### src/design/ttc_pkg.sv
// ttc_pkg: widths, codes and job types shared by the triangle tile coverage block
// no dependencies; used by every module of the block through scoped names
`default_nettype none

package ttc_pkg;

   localparam int COORD_W     = 13;
   localparam int DIFF_W      = 15;
   localparam int EDGE_W      = 2 * DIFF_W;
   localparam int NUM_EDGES   = 3;
   localparam int MAX_TILE    = 8;
   localparam int TILE_IDX_W  = 8;
   localparam int COLOR_W     = 32;
   localparam int MASK_W      = 64;
   localparam int SCREEN_W    = 12;
   localparam int CSR_INDEX_W = 1;
   localparam int QUEUE_DEPTH = 4;
   localparam int QUEUE_PTR_W = $clog2(QUEUE_DEPTH);

   localparam logic [CSR_INDEX_W-1:0] CSR_SCREEN_WIDTH  = 1'b0;
   localparam logic [CSR_INDEX_W-1:0] CSR_SCREEN_HEIGHT = 1'b1;

   localparam logic [SCREEN_W-1:0] SCREEN_WIDTH_RESET  = 12'd640;
   localparam logic [SCREEN_W-1:0] SCREEN_HEIGHT_RESET = 12'd480;

   typedef logic signed [COORD_W-1:0] coord_type;

   // edge function at the tile origin and its per-pixel steps
   typedef struct packed {
      logic signed [EDGE_W-1:0] origin;
      logic signed [DIFF_W-1:0] step_x;
      logic signed [DIFF_W-1:0] step_y;
      logic                     top_left;
   } edge_setup_type;

   typedef struct packed {
      edge_setup_type [NUM_EDGES-1:0] edges;
      logic [MAX_TILE-1:0]            col_ok;
      logic [MAX_TILE-1:0]            row_ok;
      logic [TILE_IDX_W-1:0]          tile_col;
      logic [TILE_IDX_W-1:0]          tile_row;
      logic [COLOR_W-1:0]             color;
   } tile_job_type;

endpackage

`default_nettype wire

### src/design/ttc_front.sv
// ttc_front: accepts triangles, computes edge setup and on-screen rows/columns
// two register stages; depends on ttc_pkg
`default_nettype none

module ttc_front #(
   parameter int TILE_SIZE = 8,
   parameter int PIX_W     = 11,
   parameter int LIM_W     = 12
) (
   input  wire                                              clock,
   input  wire                                              reset,
   input  wire                                              in_valid,
   output logic                                             in_stall,
   input  ttc_pkg::coord_type [ttc_pkg::NUM_EDGES-1:0]      vert_x,
   input  ttc_pkg::coord_type [ttc_pkg::NUM_EDGES-1:0]      vert_y,
   input  wire  [ttc_pkg::TILE_IDX_W-1:0]                   tile_col,
   input  wire  [ttc_pkg::TILE_IDX_W-1:0]                   tile_row,
   input  wire  [ttc_pkg::COLOR_W-1:0]                      color,
   input  wire  [LIM_W-1:0]                                 width_lim,
   input  wire  [LIM_W-1:0]                                 height_lim,
   output logic                                             out_valid,
   input  wire                                              out_stall,
   output ttc_pkg::tile_job_type                            out_job
);

   typedef struct packed {
      logic signed [ttc_pkg::DIFF_W-1:0] dx0;
      logic signed [ttc_pkg::DIFF_W-1:0] dy0;
      logic signed [ttc_pkg::DIFF_W-1:0] dx1;
      logic signed [ttc_pkg::DIFF_W-1:0] dy1;
      logic signed [ttc_pkg::DIFF_W-1:0] step_x;
      logic signed [ttc_pkg::DIFF_W-1:0] step_y;
      logic                              top_left;
   } edge_diff_type;

   logic                                     s1_valid_ff;
   logic                                     s2_valid_ff;
   logic                                     s1_en;
   logic                                     s2_en;
   edge_diff_type [ttc_pkg::NUM_EDGES-1:0]   diff_in;
   edge_diff_type [ttc_pkg::NUM_EDGES-1:0]   diff_ff;
   logic [ttc_pkg::MAX_TILE-1:0]             col_ok_in;
   logic [ttc_pkg::MAX_TILE-1:0]             row_ok_in;
   logic [ttc_pkg::MAX_TILE-1:0]             col_ok_ff;
   logic [ttc_pkg::MAX_TILE-1:0]             row_ok_ff;
   logic [ttc_pkg::TILE_IDX_W-1:0]           tile_col_ff;
   logic [ttc_pkg::TILE_IDX_W-1:0]           tile_row_ff;
   logic [ttc_pkg::COLOR_W-1:0]              color_ff;
   logic [PIX_W-1:0]                         px0;
   logic [PIX_W-1:0]                         py0;
   ttc_pkg::tile_job_type                    job_in;
   ttc_pkg::tile_job_type                    job_ff;

   assign s2_en    = !s2_valid_ff || !out_stall;
   assign s1_en    = !s1_valid_ff || s2_en;
   assign in_stall = !s1_en;

   assign px0 = PIX_W'(tile_col) * PIX_W'(TILE_SIZE);
   assign py0 = PIX_W'(tile_row) * PIX_W'(TILE_SIZE);

   // stage 1: vertex offsets from the tile origin and edge classification
   for (genvar e = 0; e < ttc_pkg::NUM_EDGES; e++) begin : g_edge
      localparam int NEXT = (e + 1) % ttc_pkg::NUM_EDGES;
      always_comb begin
         diff_in[e].dx0    = ttc_pkg::DIFF_W'(vert_x[e])
                             - $signed(ttc_pkg::DIFF_W'(px0));
         diff_in[e].dy0    = ttc_pkg::DIFF_W'(vert_y[e])
                             - $signed(ttc_pkg::DIFF_W'(py0));
         diff_in[e].dx1    = ttc_pkg::DIFF_W'(vert_x[NEXT])
                             - $signed(ttc_pkg::DIFF_W'(px0));
         diff_in[e].dy1    = ttc_pkg::DIFF_W'(vert_y[NEXT])
                             - $signed(ttc_pkg::DIFF_W'(py0));
         diff_in[e].step_x = ttc_pkg::DIFF_W'(vert_y[e]) - ttc_pkg::DIFF_W'(vert_y[NEXT]);
         diff_in[e].step_y = ttc_pkg::DIFF_W'(vert_x[NEXT]) - ttc_pkg::DIFF_W'(vert_x[e]);
         // top edge: horizontal toward smaller x; left edge: toward smaller y
         diff_in[e].top_left = ((vert_y[e] == vert_y[NEXT]) && (vert_x[e] > vert_x[NEXT]))
                               || (vert_y[e] > vert_y[NEXT]);
      end
   end

   always_comb begin
      col_ok_in = '0;
      row_ok_in = '0;
      for (int i = 0; i < TILE_SIZE; i++) begin
         col_ok_in[i] = (LIM_W'(px0) + LIM_W'(i)) < width_lim;
         row_ok_in[i] = (LIM_W'(py0) + LIM_W'(i)) < height_lim;
      end
   end

   // stage 2: edge function at the tile origin
   always_comb begin
      logic signed [ttc_pkg::EDGE_W-1:0] prod_a;
      logic signed [ttc_pkg::EDGE_W-1:0] prod_b;
      job_in = '0;
      for (int e = 0; e < ttc_pkg::NUM_EDGES; e++) begin
         prod_a = ttc_pkg::EDGE_W'(diff_ff[e].dx0) * ttc_pkg::EDGE_W'(diff_ff[e].dy1);
         prod_b = ttc_pkg::EDGE_W'(diff_ff[e].dx1) * ttc_pkg::EDGE_W'(diff_ff[e].dy0);
         job_in.edges[e].origin   = prod_a - prod_b;
         job_in.edges[e].step_x   = diff_ff[e].step_x;
         job_in.edges[e].step_y   = diff_ff[e].step_y;
         job_in.edges[e].top_left = diff_ff[e].top_left;
      end
      job_in.col_ok   = col_ok_ff;
      job_in.row_ok   = row_ok_ff;
      job_in.tile_col = tile_col_ff;
      job_in.tile_row = tile_row_ff;
      job_in.color    = color_ff;
   end

   always_ff @(posedge clock) begin
      if (reset) begin
         s1_valid_ff <= 1'b0;
         s2_valid_ff <= 1'b0;
      end else begin
         if (s1_en) begin
            s1_valid_ff <= in_valid;
         end
         if (s2_en) begin
            s2_valid_ff <= s1_valid_ff;
         end
      end
   end

   always_ff @(posedge clock) begin
      if (s1_en && in_valid) begin
         diff_ff     <= diff_in;
         col_ok_ff   <= col_ok_in;
         row_ok_ff   <= row_ok_in;
         tile_col_ff <= tile_col;
         tile_row_ff <= tile_row;
         color_ff    <= color;
      end
      if (s2_en && s1_valid_ff) begin
         job_ff <= job_in;
      end
   end

   assign out_valid = s2_valid_ff;
   assign out_job   = job_ff;

endmodule

`default_nettype wire

### config.mk
export PLATFORM = sky130hd
export DESIGN_NAME = ttc_front
export DESIGN_NICKNAME = d
export VERILOG_FILES = /design/src/design/ttc_pkg.sv /design/src/design/ttc_front.sv
export SDC_FILE = /design/constraint.sdc
export NUM_CORES = 2
export LEC_CHECK = 0
export ABC_CLOCK_PERIOD_IN_PS = 44200
export BUFFER_PORTS_ARGS = -buffer_cell sky130_fd_sc_hd__buf_4
export CAP_MARGIN = 20
export CORE_MARGIN = 2
export CORE_UTILIZATION = 45
export CTS_BUF_LIST = sky130_fd_sc_hd__clkbuf_16
export CTS_CLUSTER_SIZE = 8
export DETAILED_ROUTE_END_ITERATION = 8
export PLACE_DENSITY = 0.63
export SKIP_CTS_REPAIR_TIMING = 1
export SYNTH_ARGS = -nofsm -noshare
export SYNTH_HDL_FRONTEND = slang
export SYNTH_SLANG_ARGS = --single-unit
### constraint.sdc
create_clock -name clock -period 44.2 [get_ports clock]
set_clock_uncertainty 0.15 [all_clocks]
set_input_delay 0 -clock clock [delete_from_list [all_inputs] [get_ports clock]]
set_output_delay 0 -clock clock [all_outputs]
set_load 0.05 [all_outputs]
== After elaboration in Yosys (flattened, before gate mapping) ==
Cells that the tools add are included.
Storage, ports and cells
  register bits after elaboration: 490
  input bits: 154
  output and inout bits: 249
  word-level logic and storage cells: 113
Operators by class
  add/sub/neg operators: 29
  multipliers: 6
  magnitude comparators: 22
  equality and inequality tests: 3
  reductions and logical operators: 14
Operators by type and width (count)
  12-bit less-than comparator: 14
  14-bit by 14-bit multiplier with 28-bit output: 6
  11-bit by 3-bit adder with 12-bit output, second input constant: 8
  30-bit subtractor: 3
  13-bit by 12-bit subtractor with 14-bit output: 6
  13-bit by 13-bit subtractor with 14-bit output: 6
  13-bit > comparator: 6
  11-bit by 2-bit adder with 12-bit output, second input constant: 4
  13-bit == test: 3
  11-bit by 1-bit adder with 12-bit output, second input constant: 2
  11-bit by 12-bit less-than comparator with 1-bit output: 2
  1-bit logical AND: 5
  1-bit logical OR: 5
  1-bit zero test: 4

== Longest topological paths before layout ==
  depth after elaboration: 4
  gate-level depth with buffers: 35
  mapped depth without buffers: 33

== Worst setup path before layout ==
Ideal clock, no wire load.
  path kind: flip-flop to flip-flop
  start point: register s2_valid_ff (netlist: out_valid)
  end point: register job_ff (netlist bit out_job[0]), enable pin
  library setup time: 1208 ps
  arrival time: 17735 ps
  data required time: 42842 ps
  slack: 25107 ps
  cell stages (with the launch flop): 2
  path buffers: 0
  period minus slack after synthesis: 19093 ps
  cell sequence: dfxtp_1 a21boi_0
Between the ends
  cells in the longest elaborated chain, start to end: 3
Ends and longest elaborated chain
  from (decl): line ttc_front.sv:37  | logic s2_valid_ff;
  from (signal assigned): line ttc_front.sv:119  | s2_valid_ff <= s1_valid_ff;
  1-bit zero test: line ttc_front.sv:54  | assign s2_en = !s2_valid_ff || !out_stall;
  1-bit logical OR: line ttc_front.sv:54
  1-bit logical AND: line ttc_front.sv:133  | if (s2_en && s1_valid_ff) begin
  to (signal assigned): line ttc_front.sv:134  | job_ff <= job_in;
  to (decl): line ttc_front.sv:52  | ttc_pkg::tile_job_type job_ff;
Every way passes these cells.
A chain may end at the register's enable or synchronous reset.

==> impl_metrics.json <==
{
  "status": "complete, no violations",
  "layout_common_cells": "inv_1, fa_1, nand2_1",
  "fin_cells": 9777,
  "finalCritPeriodShare_pct": 19.6,
  "worst_pin_slew_ps": 1160,
  "cp.arrival_ps": 8910,
  "syn_inst": 7124,
  "max-cap-violations": 0,
  "crit_path_end_kind": "flop",
  "slowest_delay_ps": 770,
  "grt_setup_unrepaired": "no",
  "wl_per_cell_um": 18.6,
  "clk_pin_slew_ps": 60,
  "synth_top_area_share_pct": 33.8,
  "hold_class": "input port to flop",
  "core-area_mm2": 0.156,
  "clk_latency_ps": 700,
  "yosysWarnings": 0,
  "ys_ff_latch": 478,
  "drv_slew": 0,
  "overflow": 0,
  "synth_ff_type": "edfxtp_1",
  "postRouteWirelength_mm": 182,
  "gp_congestion": 0.898,
  "ys_types": 85,
  "synth_area_mm2": 0.0703,
  "whs_ps": 26.2,
  "min_delay_path_depth": 2,
  "startpoint_type": "flop",
  "synth_seq_area_share_pct": 20.4,
  "areaGrowthSynthToFinish_pct": 14.2,
  "path_max_fanout": 20,
  "maxSlewHeadroom_pct": 22.6,
  "grt_pass1_wl_mm": 285,
  "synth_area_leaders": "fa_1, edfxtp_1, ha_1",
  "crit_slowest_cell": "fa_1",
  "ant_nets": 0,
  "final_nets": 9662,
  "grt_util_all_layers_pct": 23.0,
  "antenna_found_initial": 9,
  "synth_edf_count": 476,
  "async_reset_ff_share_pct": 0,
  "syn_area_per_cell_um2": 9.86,
  "die_area_mm2": 0.159,
  "htreeDepth": 3,
  "r2r_cells": 28,
  "cp.required_ps": 44450,
  "synth_top_area_cell": "fa_1",
  "grt_max_degree": 65,
  "io_buffer_count": 402,
  "max_freq_mhz": 115,
  "root_buffer": "clkbuf_16",
  "setup_tns_ps": 0,
  "path_class": "flop to flop",
  "cts.sinks": 478,
  "syn_nets": 9099,
  "crit_path_frequent_cell": "fa_1",
  "dp.cells": 9419,
  "ios": 403,
  "post_drt_via_cell_ratio": 5.15,
  "setup_slack_ps": 35540,
  "timing.final.crit_period_ps": 8660,
  "drc": 0,
  "mostFrequentLayoutCell": "inv_1",
  "fp.dieH_um": 399,
  "vias": 50300,
  "initial_core_util_pct": 45.1,
  "setup_violations": 0,
  "grt_pass1_vias": 52400,
  "max-clock-path-buffers": 3,
  "dr.pass1.iters": 6,
  "cts_tree": "yes",
  "drive_above_1_share_pct": 8.14,
  "place_ws_ps": 35480,
  "cts_made_buffers": 73,
  "dp_hpwl_mm": 142,
  "die_w_um": 399,
  "fp-row-count": 145,
  "hold_viol_final": 0,
  "first_iter_violations": 2821
}
[synth_stat cells, drive strengths merged (17+ instances only)]
master	count
nand2b	75
clkbuf	237
a21oi	181
fa	1185
nand2	646
nor2b	53
nor3	53
xor2	85
or3	19
o21ai	192
nand3	55
and3	21
a21boi	45
o21bai	26
o21a	57
a211oi	26
edfxtp	476
a21o	105
o2111ai	17
nor2	314
ha	636
nand4	22
and2	596
or2	17
inv	1589
xnor2	232
[logic make-up (layout without fill, tap and decap cells)]
| group | after synthesis | count (layout) | synth area share [%] |
|---|---|---|---|
| and+or+nand+nor | 1898 | 1898 | 13.4 |
| buffers and inverters | 1841 | 2431 | 9.87 |
| adders and majority gates | 1821 | 1821 | 45.1 |
| AOI/OAI and AO/OA | 769 | 769 | 7.31 |
| DFF | 478 | 478 | 20.4 |
| xor gates and xnor gates | 317 | 317 | 3.95 |
| other | 0 | 5 | 0 |
[routing by layer]
layer / global-route usage [%] / up-vias / wire [µm]
li1: - / 23200 / -
met1: 29.6 / 25500 / 75600
met2: 38.4 / 1431 / 87800
met3: 5.25 / 241 / 13000
met4: 7.11 / 2 / 5680
met5: 0 / - / 13
[critical path, delay by kind of cell (launching register included)]
| family | cells | cell delay [ps] |
|---|---|---|
| AOI/OAI and AO/OA | 7 | 1620 |
| xor gates and xnor gates | 2 | 220 |
| adders and majority gates | 8 | 3990 |
| buffers and inverters | 5 | 1120 |
| DFF | 1 | 320 |
| and+or+nand+nor | 6 | 960 |
[per-stage QoR]
step,instance area [µm²],util [%]
4_1_cts,77700,49.9
6_report,80200,51.5
3_3_place_gp,75500,48.5
5_1_grt,80200,51.5
3_5_place_dp,75600,48.5
2_1_floorplan,70300,-
[worst paths after layout]
path / end / startpoint / slack, ps
max: out_job[183]$_DFFE_PP_ / diff_ff[256]$_DFFE_PP_ / 35540
min: tile_col_ff[0]$_DFFE_PP_ / tile_col[0] / 30
max reg2reg: out_job[183]$_DFFE_PP_ / diff_ff[256]$_DFFE_PP_ / 35540
min reg2reg: out_job[31]$_DFFE_PP_ / color_ff[31]$_DFFE_PP_ / 230
[flip-flops by register name, indices dropped and copies added, names as in the netlist]
name	flops
diff_ff	171
s1_valid_ff	1
row_ok_ff	8
color_ff	32
col_ok_ff	8
tile_col_ff	8
out_valid	1
out_job	241
tile_row_ff	8
[layout make-up]
class | count | area, µm²
clock inverter | 29 | 322
clock buffer | 73 | 1830
fill | 14100 | 75400
antenna | 5 | 12.5
timing repair buffer | 737 | 6180
sequential | 478 | 14300
tap | 2058 | 2570
inverter | 1592 | 5980
multi-input combinational | 4805 | 49000
Power is not shown: default switching activity piles up to over one toggle a cycle in this logic, so the estimate is an artifact.
